**src/hdl/awu_pkg.sv**
```systemverilog
package awu_pkg;

  // Fixed field widths of the result and input beats.
  localparam int WEIGHT_W = 16;
  localparam int BETA_W   = 17;
  localparam int POS_W    = 6;

  // Q1.16 one, saturated beta and saturated Q0.16 weight.
  localparam logic [BETA_W-1:0]   ONE_Q16    = 17'h10000;
  localparam logic [BETA_W-1:0]   BETA_MAX   = 17'h1FFFF;
  localparam logic [WEIGHT_W-1:0] WEIGHT_MAX = 16'hFFFF;

  // One input beat.
  typedef struct packed {
    logic [WEIGHT_W-1:0] weight;
    logic                correct;
    logic                last;
  } awu_in_t;

  // One result beat.
  typedef struct packed {
    logic [WEIGHT_W-1:0] new_weight;
    logic [BETA_W-1:0]   beta;
    logic                stop;
    logic [POS_W-1:0]    position;
    logic                final_res;
  } awu_out_t;

endpackage

```
**src/hdl/awu_mul.sv**
```systemverilog
module awu_mul
  import awu_pkg::*;
(
  input  logic                      clk,
  input  logic                      rst_n,
  input  logic                      start,
  input  logic [WEIGHT_W-1:0]       mcand,
  input  logic [BETA_W-1:0]         mplier,
  output logic                      done,
  output logic [WEIGHT_W+BETA_W-1:0] product
);

  localparam int PW    = WEIGHT_W + BETA_W;
  localparam int CNT_W = $clog2(WEIGHT_W + 1);

  logic [CNT_W-1:0]    cnt_r;
  logic                done_r;
  logic [WEIGHT_W-1:0] a_r;
  logic [PW-1:0]       b_r;
  logic [PW-1:0]       acc_r;

  // Control: step counter and the done pulse after the last step.
  always_ff @(posedge clk) begin
    if (!rst_n) begin
      cnt_r  <= '0;
      done_r <= 1'b0;
    end else begin
      done_r <= 1'b0;
      if (start) begin
        cnt_r <= CNT_W'(WEIGHT_W);
      end else if (cnt_r != '0) begin
        cnt_r <= cnt_r - CNT_W'(1);
        if (cnt_r == CNT_W'(1)) begin
          done_r <= 1'b1;
        end
      end
    end
  end

  // Datapath: one multiplicand bit per cycle, shift and add.
  always_ff @(posedge clk) begin
    if (start) begin
      a_r   <= mcand;
      b_r   <= PW'(mplier);
      acc_r <= '0;
    end else if (cnt_r != '0) begin
      a_r <= a_r >> 1;
      b_r <= b_r << 1;
      if (a_r[0]) begin
        acc_r <= acc_r + b_r;
      end
    end
  end

  assign done    = done_r;
  assign product = acc_r;

endmodule

```
**src/hdl/awu_div.sv**
```systemverilog
module awu_div
  import awu_pkg::*;
#(
  parameter int DW = 38
) (
  input  logic              clk,
  input  logic              rst_n,
  input  logic              start,
  input  logic [DW:0]       dividend,
  input  logic [DW-1:0]     divisor,
  output logic              done,
  output logic [BETA_W-1:0] quotient
);

  // The caller guarantees dividend < 2 * divisor, so the quotient of
  // dividend * 2^16 / divisor fits BETA_W bits.
  localparam int CNT_W = $clog2(BETA_W + 1);

  logic [CNT_W-1:0]  cnt_r;
  logic              done_r;
  logic [DW:0]       rem_r;
  logic [DW-1:0]     div_r;
  logic [BETA_W-1:0] quo_r;
  logic              ge;
  logic [DW:0]       diff;
  logic [DW:0]       part;

  // One restoring step: compare, subtract, shift in the next zero bit.
  assign ge   = (rem_r >= {1'b0, div_r});
  assign diff = rem_r - {1'b0, div_r};
  assign part = ge ? diff : rem_r;

  // Control: step counter and the done pulse after the last step.
  always_ff @(posedge clk) begin
    if (!rst_n) begin
      cnt_r  <= '0;
      done_r <= 1'b0;
    end else begin
      done_r <= 1'b0;
      if (start) begin
        cnt_r <= CNT_W'(BETA_W);
      end else if (cnt_r != '0) begin
        cnt_r <= cnt_r - CNT_W'(1);
        if (cnt_r == CNT_W'(1)) begin
          done_r <= 1'b1;
        end
      end
    end
  end

  // Datapath: one quotient bit per cycle.
  always_ff @(posedge clk) begin
    if (start) begin
      rem_r <= dividend;
      div_r <= divisor;
      quo_r <= '0;
    end else if (cnt_r != '0) begin
      rem_r <= {part[DW-1:0], 1'b0};
      quo_r <= {quo_r[BETA_W-2:0], ge};
    end
  end

  assign done     = done_r;
  assign quotient = quo_r;

endmodule

```
**src/hdl/adaboost_weight_update_unit.sv**
```systemverilog
// AdaBoost.M1 weight update, one reweighting round at a time.
// Input beats (weight, correct, last) are taken when start is high and busy
// is low, one per cycle during the load. A beat with last set closes the
// load and raises busy; beats beyond MAX_EXAMPLES are dropped, but a dropped
// last beat still closes the load.
// After the load the block forms beta with the restoring divider, or
// saturates it when the correct sum is zero or the error sum reaches twice
// it. When stop is set it emits the stored weights as they are, one result
// per example. Otherwise it makes a sum pass (a shift-add serial multiply
// per example) and an output pass (the same multiply plus a serial divide
// per example, or a zero weight when the sum is zero); one shift-add
// multiplier and one restoring divider are shared by all these steps.
// Each result is shown for one cycle with out_valid high; the receiver
// cannot stall. busy falls in the cycle the final result is shown, so the
// next round may start loading then.
// Reset clears the round counters and sums; the weight store needs no
// clearing because only entries written in the current round are read.
module adaboost_weight_update_unit
  import awu_pkg::*;
#(
  parameter int MAX_EXAMPLES = 64
) (
  input  logic     clk,
  input  logic     rst_n,
  input  logic     start,
  output logic     busy,
  input  awu_in_t  in_data,
  output logic     out_valid,
  output awu_out_t out_data
);

  localparam int AW     = $clog2(MAX_EXAMPLES);
  localparam int CW     = $clog2(MAX_EXAMPLES + 1);
  localparam int SUM_W  = WEIGHT_W + $clog2(MAX_EXAMPLES);
  localparam int TERM_W = 2 * WEIGHT_W;
  localparam int NORM_W = TERM_W + $clog2(MAX_EXAMPLES);
  localparam int PROD_W = WEIGHT_W + BETA_W;

  typedef enum logic [3:0] {
    S_LOAD,
    S_BETA,
    S_BETA_WAIT,
    S_DECIDE,
    S_READ,
    S_FETCH,
    S_MUL,
    S_DIV
  } state_t;

  state_t            state_r, state_nxt;
  logic [CW-1:0]     cnt_r, cnt_nxt;
  logic [AW-1:0]     k_r, k_nxt;
  logic [SUM_W-1:0]  cs_r, cs_nxt;
  logic [SUM_W-1:0]  err_r, err_nxt;
  logic [BETA_W-1:0] beta_r, beta_nxt;
  logic              stop_r, stop_nxt;
  logic [NORM_W-1:0] norm_r, norm_nxt;
  logic              out_phase_r, out_phase_nxt;
  logic              out_valid_r, out_valid_nxt;
  awu_out_t          out_r, out_nxt;

  logic                   accept;
  logic                   store_ok;
  logic [WEIGHT_W:0]      mem [MAX_EXAMPLES];
  logic [WEIGHT_W:0]      rd_q_r;
  logic                   is_last_k;
  logic                   mul_start;
  logic                   mul_done;
  logic [BETA_W-1:0]      mul_b;
  logic [PROD_W-1:0]      mul_p;
  logic [TERM_W-1:0]      term;
  logic                   div_start;
  logic                   div_done;
  logic [NORM_W:0]        div_dividend;
  logic [NORM_W-1:0]      div_divisor;
  logic [BETA_W-1:0]      div_q;

  assign accept   = start && (state_r == S_LOAD);
  assign store_ok = (cnt_r < CW'(MAX_EXAMPLES));

  // Weight store: written during the load, read at the current example.
  always_ff @(posedge clk) begin
    if (accept && store_ok) begin
      mem[cnt_r[AW-1:0]] <= {in_data.correct, in_data.weight};
    end
    rd_q_r <= mem[k_r];
  end

  assign is_last_k = ((CW'(k_r) + CW'(1)) == cnt_r);
  assign term      = mul_p[TERM_W-1:0];

  // Correct examples scale by beta, wrong ones by one.
  assign mul_b = rd_q_r[WEIGHT_W] ? beta_r : ONE_Q16;

  // The divider serves beta first, then the normalized weights of the output pass.
  assign div_dividend = (state_r == S_BETA) ? (NORM_W+1)'(err_r) : (NORM_W+1)'(term);
  assign div_divisor  = (state_r == S_BETA) ? NORM_W'(cs_r) : norm_r;

  awu_mul u_mul (
    .clk     (clk),
    .rst_n   (rst_n),
    .start   (mul_start),
    .mcand   (rd_q_r[WEIGHT_W-1:0]),
    .mplier  (mul_b),
    .done    (mul_done),
    .product (mul_p)
  );

  awu_div #(
    .DW (NORM_W)
  ) u_div (
    .clk      (clk),
    .rst_n    (rst_n),
    .start    (div_start),
    .dividend (div_dividend),
    .divisor  (div_divisor),
    .done     (div_done),
    .quotient (div_q)
  );

  // Round sequencer: load, beta, sum pass, output pass (no sum pass when stop is set).
  always_comb begin
    state_nxt     = state_r;
    cnt_nxt       = cnt_r;
    k_nxt         = k_r;
    cs_nxt        = cs_r;
    err_nxt       = err_r;
    beta_nxt      = beta_r;
    stop_nxt      = stop_r;
    norm_nxt      = norm_r;
    out_phase_nxt = out_phase_r;
    out_valid_nxt = 1'b0;
    out_nxt       = out_r;
    mul_start     = 1'b0;
    div_start     = 1'b0;

    out_nxt.beta      = beta_r;
    out_nxt.stop      = stop_r;
    out_nxt.position  = POS_W'(k_r);
    out_nxt.final_res = is_last_k;

    case (state_r)
      S_LOAD: begin
        if (accept) begin
          if (store_ok) begin
            cnt_nxt = cnt_r + CW'(1);
            if (in_data.correct) begin
              cs_nxt = cs_r + SUM_W'(in_data.weight);
            end else begin
              err_nxt = err_r + SUM_W'(in_data.weight);
            end
          end
          if (in_data.last) begin
            state_nxt = S_BETA;
          end
        end
      end

      S_BETA: begin
        // A zero correct sum or a quotient past the Q1.16 range saturates.
        if ((cs_r == '0) || ({1'b0, err_r} >= {cs_r, 1'b0})) begin
          beta_nxt  = BETA_MAX;
          state_nxt = S_DECIDE;
        end else begin
          div_start = 1'b1;
          state_nxt = S_BETA_WAIT;
        end
      end

      S_BETA_WAIT: begin
        if (div_done) begin
          beta_nxt  = div_q;
          state_nxt = S_DECIDE;
        end
      end

      S_DECIDE: begin
        stop_nxt      = (cs_r == '0) || (err_r > cs_r);
        out_phase_nxt = (cs_r == '0) || (err_r > cs_r);
        k_nxt         = '0;
        norm_nxt      = '0;
        state_nxt     = S_READ;
      end

      S_READ: begin
        state_nxt = S_FETCH;
      end

      S_FETCH: begin
        if (stop_r) begin
          out_valid_nxt      = 1'b1;
          out_nxt.new_weight = rd_q_r[WEIGHT_W-1:0];
        end else if (out_phase_r && (norm_r == '0)) begin
          out_valid_nxt      = 1'b1;
          out_nxt.new_weight = '0;
        end else begin
          mul_start = 1'b1;
          state_nxt = S_MUL;
        end
      end

      S_MUL: begin
        if (mul_done) begin
          if (out_phase_r) begin
            div_start = 1'b1;
            state_nxt = S_DIV;
          end else begin
            norm_nxt = norm_r + NORM_W'(term);
          end
        end
      end

      S_DIV: begin
        if (div_done) begin
          out_valid_nxt      = 1'b1;
          out_nxt.new_weight = div_q[BETA_W-1] ? WEIGHT_MAX : div_q[WEIGHT_W-1:0];
        end
      end

      default: begin
        state_nxt = S_LOAD;
      end
    endcase

    // Step to the next example once this one is finished.
    if (((state_r == S_FETCH) && (stop_r || (out_phase_r && (norm_r == '0)))) ||
        ((state_r == S_MUL) && mul_done && !out_phase_r) ||
        ((state_r == S_DIV) && div_done)) begin
      if (is_last_k) begin
        if (out_phase_r) begin
          state_nxt = S_LOAD;
          cnt_nxt   = '0;
          cs_nxt    = '0;
          err_nxt   = '0;
        end else begin
          out_phase_nxt = 1'b1;
          k_nxt         = '0;
          state_nxt     = S_READ;
        end
      end else begin
        k_nxt     = k_r + AW'(1);
        state_nxt = S_READ;
      end
    end
  end

  // State and registered outputs.
  always_ff @(posedge clk) begin
    if (!rst_n) begin
      state_r     <= S_LOAD;
      cnt_r       <= '0;
      k_r         <= '0;
      cs_r        <= '0;
      err_r       <= '0;
      stop_r      <= 1'b0;
      out_phase_r <= 1'b0;
      out_valid_r <= 1'b0;
    end else begin
      state_r     <= state_nxt;
      cnt_r       <= cnt_nxt;
      k_r         <= k_nxt;
      cs_r        <= cs_nxt;
      err_r       <= err_nxt;
      stop_r      <= stop_nxt;
      out_phase_r <= out_phase_nxt;
      out_valid_r <= out_valid_nxt;
    end
    beta_r <= beta_nxt;
    norm_r <= norm_nxt;
    out_r  <= out_nxt;
  end

  assign busy      = (state_r != S_LOAD);
  assign out_valid = out_valid_r;
  assign out_data  = out_r;

endmodule
```
**config.mk**
```make
export PLATFORM = sky130hd
export DESIGN_NAME = adaboost_weight_update_unit
export DESIGN_NICKNAME = d
export VERILOG_FILES = /design/src/hdl/awu_pkg.sv /design/src/hdl/awu_mul.sv /design/src/hdl/awu_div.sv /design/src/hdl/adaboost_weight_update_unit.sv
export SDC_FILE = /design/constraint.sdc
export NUM_CORES = 2
export LEC_CHECK = 0
export BUFFER_PORTS_ARGS = -buffer_cell sky130_fd_sc_hd__buf_2
export CORE_ASPECT_RATIO = 1.4
export CORE_UTILIZATION = 55
export CTS_CLUSTER_DIAMETER = 120
export DETAILED_ROUTE_END_ITERATION = 16
export PLACE_DENSITY = 0.86
export SYNTH_ARGS = -nofsm -noshare
export SYNTH_HDL_FRONTEND = slang
export SYNTH_SLANG_ARGS = --single-unit
```
**constraint.sdc**
```tcl
create_clock -name clk -period 3.67 [get_ports clk]
set_clock_uncertainty 0.1 [all_clocks]
set_input_delay 0.734 -clock clk [delete_from_list [all_inputs] [get_ports clk]]
set_output_delay 0.734 -clock clk [all_outputs]
set_load 0.005 [all_outputs]
```
### After elaboration in Yosys (flattened, before gate mapping)

Memory sizes are Yosys's and may differ from the RTL's. A register that Yosys moved wholly into a read port is not among the register bits.
Cells that the tools add are included.

* flip-flop bits (word level): 348
* memory bits (writable): 1088
* memories: 1

Memory list
* mem: depth 64, width 17, read ports 1, clocked after Yosys merged registers in 1, write ports 1, line adaboost_weight_update_unit.sv:64 `logic [WEIGHT_W:0] mem [MAX_EXAMPLES];`

* reductions and logical operators: 33
* add/subtract/negate cells: 10
* equality and inequality tests: 24
* bitwise logic cells: 3
* order comparisons: 4
* multiplexer cells: 80

Operator list (number)
* $mux 22: 15
* $mux 38: 3
* $mux 16: 6
* $mux 17: 5
* $mux 39: 2
* $pmux 38 s2: 1
* $add 22x16->22: 2
* $mux 7: 6
* $ge 39x38->1: 1
* $add 38x32->38: 1
* $logic_not 38->1: 1
* $sub 38x38->38: 1
* $mux 4: 9
* $pmux 17 s2: 1
* $add 33x33->33: 1
* $mux 32: 1
* $pmux 16 s2: 1
* $pmux 4 s8: 1
* $mux 6: 4
* $ge 22x23->1: 1
* $gt 22x22->1: 1
* $logic_not 22->1: 1
* $mux 5: 4
* $mux 1: 18
* 30 further kinds: 67

### Logic depth before layout (Yosys ltp)

* depth in word-level cells: 8
* depth in mapped cells: 16

### Modules after synthesis

Synthesis repeated with hierarchy kept, for this count alone.

* cell total of the unflattened synthesis: 4633
* area total of the unflattened synthesis: 64833.4 µm²

By module, submodules not included
* adaboost_weight_update_unit: instances 1, sequential area each 36905.4 µm², area each 53428.7 µm², cells each 3392
* awu_div: instances 1, sequential area each 2772.7 µm², area each 6243.5 µm², cells each 668
* awu_mul: instances 1, sequential area each 2092.0 µm², area each 5161.2 µm², cells each 573

### Worst setup path before layout

No wires, ideal clock.

* kind: flip-flop to flip-flop
* from: register cs_r[11]
* to: register u_div.rem_r[0] (enable)
* slack: -133 ps
* setup time: 397 ps
* buffers on the path: 2
* stages on the path, launching flop included: 14
* required time: 3173 ps
* arrival: 3306 ps
* path through: dfxtp_1 > inv_1 > ha_1 > nand4_1 > nor2_1 > a2111oi_2 > o211ai_1 > a31oi_1 > a2111oi_0 > or3_1 > o21a_1 > buf_6 > clkbuf_1 > nand2_1

* word-level cells in the longest chain between the ends: 5

Ends and longest elaborated chain
* start: declaration: line adaboost_weight_update_unit.sv:53 `logic [SUM_W-1:0] cs_r, cs_nxt;`
* start signal: assignment: line adaboost_weight_update_unit.sv:262 `cs_r <= cs_nxt;`
* $ge 22x23->1 / $logic_not 22->1 (equally long branches): line adaboost_weight_update_unit.sv:161 `if ((cs_r == '0) || ({1'b0, err_r} >= {cs_r, 1'b0})) begin`
* $logic_or 1x1->1 (*): line adaboost_weight_update_unit.sv:161
* $mux 1 (*): line adaboost_weight_update_unit.sv:161
* $pmux 1 s2 (*): line adaboost_weight_update_unit.sv:142 `case (state_r)`
* $reduce_bool 2->1 (no line) (*)
* end signal: assignment: line awu_div.sv:54 `rem_r <= dividend;`
* end signal: assignment: line awu_div.sv:58 `rem_r <= {part[DW-1:0], 1'b0};`
* end: declaration: line awu_div.sv:21 `logic [DW:0] rem_r;`

Every way passes the cells marked *; elsewhere a longest branch is shown, timed or not.
A chain may end at the register's enable or synchronous reset.

### Worst setup path after layout

* from: register norm_r[0]
* to: register norm_r[30], data pin

* word-level cells in the longest chain between the ends: 4

Ends and longest elaborated chain
* start: declaration: line adaboost_weight_update_unit.sv:57 `logic [NORM_W-1:0] norm_r, norm_nxt;`
* start signal: assignment: line adaboost_weight_update_unit.sv:269 `norm_r <= norm_nxt;`
* $add 38x32->38: line adaboost_weight_update_unit.sv:208 `norm_nxt = norm_r + NORM_W'(term);`
* $mux 38: line adaboost_weight_update_unit.sv:204 `if (out_phase_r) begin`
* $mux 38: line adaboost_weight_update_unit.sv:203 `if (mul_done) begin`
* $pmux 38 s2: line adaboost_weight_update_unit.sv:142

Every way passes these cells. The select of a mux whose other input is x is not followed.

==> key figures <==
Detailed routing
  – Initial DRC Count: 4660
  – Drt total wl: 175 mm
  – DR vias: 42000
  – # DRC: 0
  – Routed Antenna Nets: 0
  – 1st-pass router iterations: 6
  – Vias per inst: 6.56
  – Routed WL per cell: 27.3 um

CTS
  – Number of H-tree levels: 4
  – CTS Sinks: 1450
  – Num CTS Buffers: 133
  – Hold Buf Count CTS: 0
  – Setup Fix Bufs, Post-CTS: 0
  – CTS tree: done
  – Reg clk slew, reported paths: 0.07 ns
  – Clock latency at the later pin of the worst-skew pair: 0.78 ns
  – Clock root buffer: clkbuf_16
  – PostCTS Resize Cnt: 0
  – Max clock buf depth: 3

Pwr
  – Leakage power: 0.0242 uW
  – VDD IR max: 0.528 mV
  – PD cells: 674 nW/um2

Logic synthesis
  – EDFF count, synth: 1269
  – Synth top area share: 59.4%
  – Avg Synthesized Cell Area: 14.0 um2
  – Mapped Cells: 4585
  – Synth top area cells: edfxtp_1 (59%), dfxtp_1 (5.7%), mux4_2 (5.4%)
  – Area of the mapped netlist: 64100 um2
  – Sequential-to-total area share from yosys stat: 65.1%
  – Asr flop ratio synth: 0%
  – Post-Syn Nets: 4795
  – Main synth FF type: edfxtp_1
  – Synth Warn #: 0
  – Yosys reg bits: 1450
  – Yosys cell types: 99
  – Yosys top cell by area: edfxtp_1

Cells and area
  – Reg area: 41700 um2
  – Commonest cells after routing, fill and taps aside: edfxtp_1 (1269), nand2_1 (428), a21oi_1 (359)
  – Layout fillers: 7732
  – Post-layout util: 62.6%
  – Share of post-route cells with drive strength above 1: 16.3%
  – Commonest non-fill, non-tap cell in the layout: edfxtp_1
  – Multi-input gate area: 21000 um2
  – P&R area growth vs syn: 12.4%
  – Net count, final: 4998

STA
  – Hold violation count in the final report: 0
  – Setup-failing EPs final: 0
  – Fin worst setup slack: 0.165 ns
  – RSZ-0062 raised after global routing: true
  – Max_slew headroom: 45.3%
  – Setup TNS: 0 ns
  – Measured slew at the worst slew-check pin: 0.821 ns
  – Final Cycle Share: 95.5%
  – Fmax: 285 MHz
  – Post-layout min period: 3.50 ns
  – Pins Over Slew Limit: 0

Placement
  – Gp weighted congestion: 0.919
  – Port bufs: 63
  – Post-Place Setup Slack: -0.0485 ns
  – Post-DP HPWL: 108 mm

Setup path
  – Crit Path Class: reg2reg
  – Crit end category: flop
  – WP data required: 4.09 ns
  – Worst setup SP type: flop
  – Worst-path fanout max: 5
  – Crit path DAT: 3.93 ns

Floorplan
  – Chip Width: 291 um
  – Initial Util: 55.7%
  – Io pins: 64
  – CORE AREA: 115000 um2
  – Chip height: 406 um
  – Die area: 118000 um2
  – Row Count: 147

Global route
  – Grt ovf: 0
  – First-pass GRT wire length: 258 mm
  – Initial antenna violation count: 22
  – Total GRT Usage: 29.4%
  – Largest net degree at the start of global routing: 85
  – Vias in the first global route: 42100

Run
  – Maxcap violations: 0

Worst hold path
  – HP Class: in2reg

Outcome
  – Run status: finished clean
-- metal layers --
metal	part of all wire [%]	up-vias	GRT usage [%]
met5	0.086	-	0
met4	8.9	22	23.1
met3	9.1	759	6.12
met2	49	2728	49.9
met1	33	20400	32.3
li1	-	18100	-
-- worst paths after layout --
check	slack (ns)	start	depth (start not counted)	to
hold / removal	0.24	in_data[2]	1	mem[22][0]
setup / recovery	0.17	norm_r[0]	13	norm_r[30]
setup reg to reg	0.17	norm_r[0]	13	norm_r[30]
hold reg to reg	0.28	beta_r[3]	0	out_data[11]
-- area by class of cell --
| cell class | count | share of cell area [%] |
|---|---|---|
| repair buffers | 299 | 3.46 |
| clock buffers | 169 | 4.89 |
| well taps | 1490 | 2.59 |
| diodes | 6 | 0.0208 |
| clock inverters | 75 | 1.31 |
| flip-flops and latches | 1450 | 57.9 |
| inverters | 116 | 0.608 |
| multi-input cells | 2788 | 29.2 |
-- worst max-delay path: stages, from the launching register on --
cell and delay (ns):
edfxtp_1 0.42, ha_1 0.23, inv_1 0.07, fa_1 0.17, and2b_1 0.19, o21ai_1 0.19
a21boi_1 0.12, o2111ai_1 0.30, a31oi_2 0.17, a41o_2 0.34, a221o_2 0.42, a311oi_2 0.29
xor2_1 0.19, nor2_1 0.06
-- Yosys cell counts, types with 95 or more instances --
cell type	instances
nor2_1	217
clkbuf_1	153
a21oi_1	359
mux2i_1	229
inv_1	115
edfxtp_1	1269
ha_1	184
dfxtp_1	181
nand2_1	430
mux4_2	153
nor3_1	95
o21ai_0	173
-- where the power goes --
part | total, uW | internal (uW) | switching (uW)
Combinational | 13500 | 5390 | 8120
Clock | 14100 | 7690 | 6450
Sequential | 20900 | 19900 | 1070
Total | 48600 | 32900 | 15600
-- sequential cells by signal, summed over array words and instances (netlist names), 3 cells and up --
signal	flops
beta_r	17
cnt_r	7
cs_r	22
err_r	22
k_r	6
mem	1088
norm_r	38
out_data	41
rd_q_r	17
state_r	3
u_div.cnt_r	5
u_div.div_r	38
u_div.quotient	17
u_div.rem_r	39
u_mul.a_r	16
u_mul.b_r	32
u_mul.cnt_r	5
u_mul.product	32
-- metrics by stage --
stage,area (um2),power [uW],cells,hold slack (ns)
finish,72100,48600,6393,0.245
global route,72100,50600,6388,0.223
CTS,72000,48300,6386,0.196
detailed placement,67500,34300,6142,0.262
global placement,67500,33900,6142,0.261
floorplan,64100,30300,4585,0.229
-- logic make-up (layout without fill, tap and decap cells) --
family,Yosys count,in the layout,share of synthesized area [%]
buf+inv,347,659,2.19
flops,1450,1450,65.1
fa+ha+maj,189,189,3.75
mux,451,451,10.2
compound gates,972,972,9.62
xor+xnor,104,104,1.42
other cells,0,6,0
simple gates,1072,1072,7.78
Power figures use the tool's default switching activity.
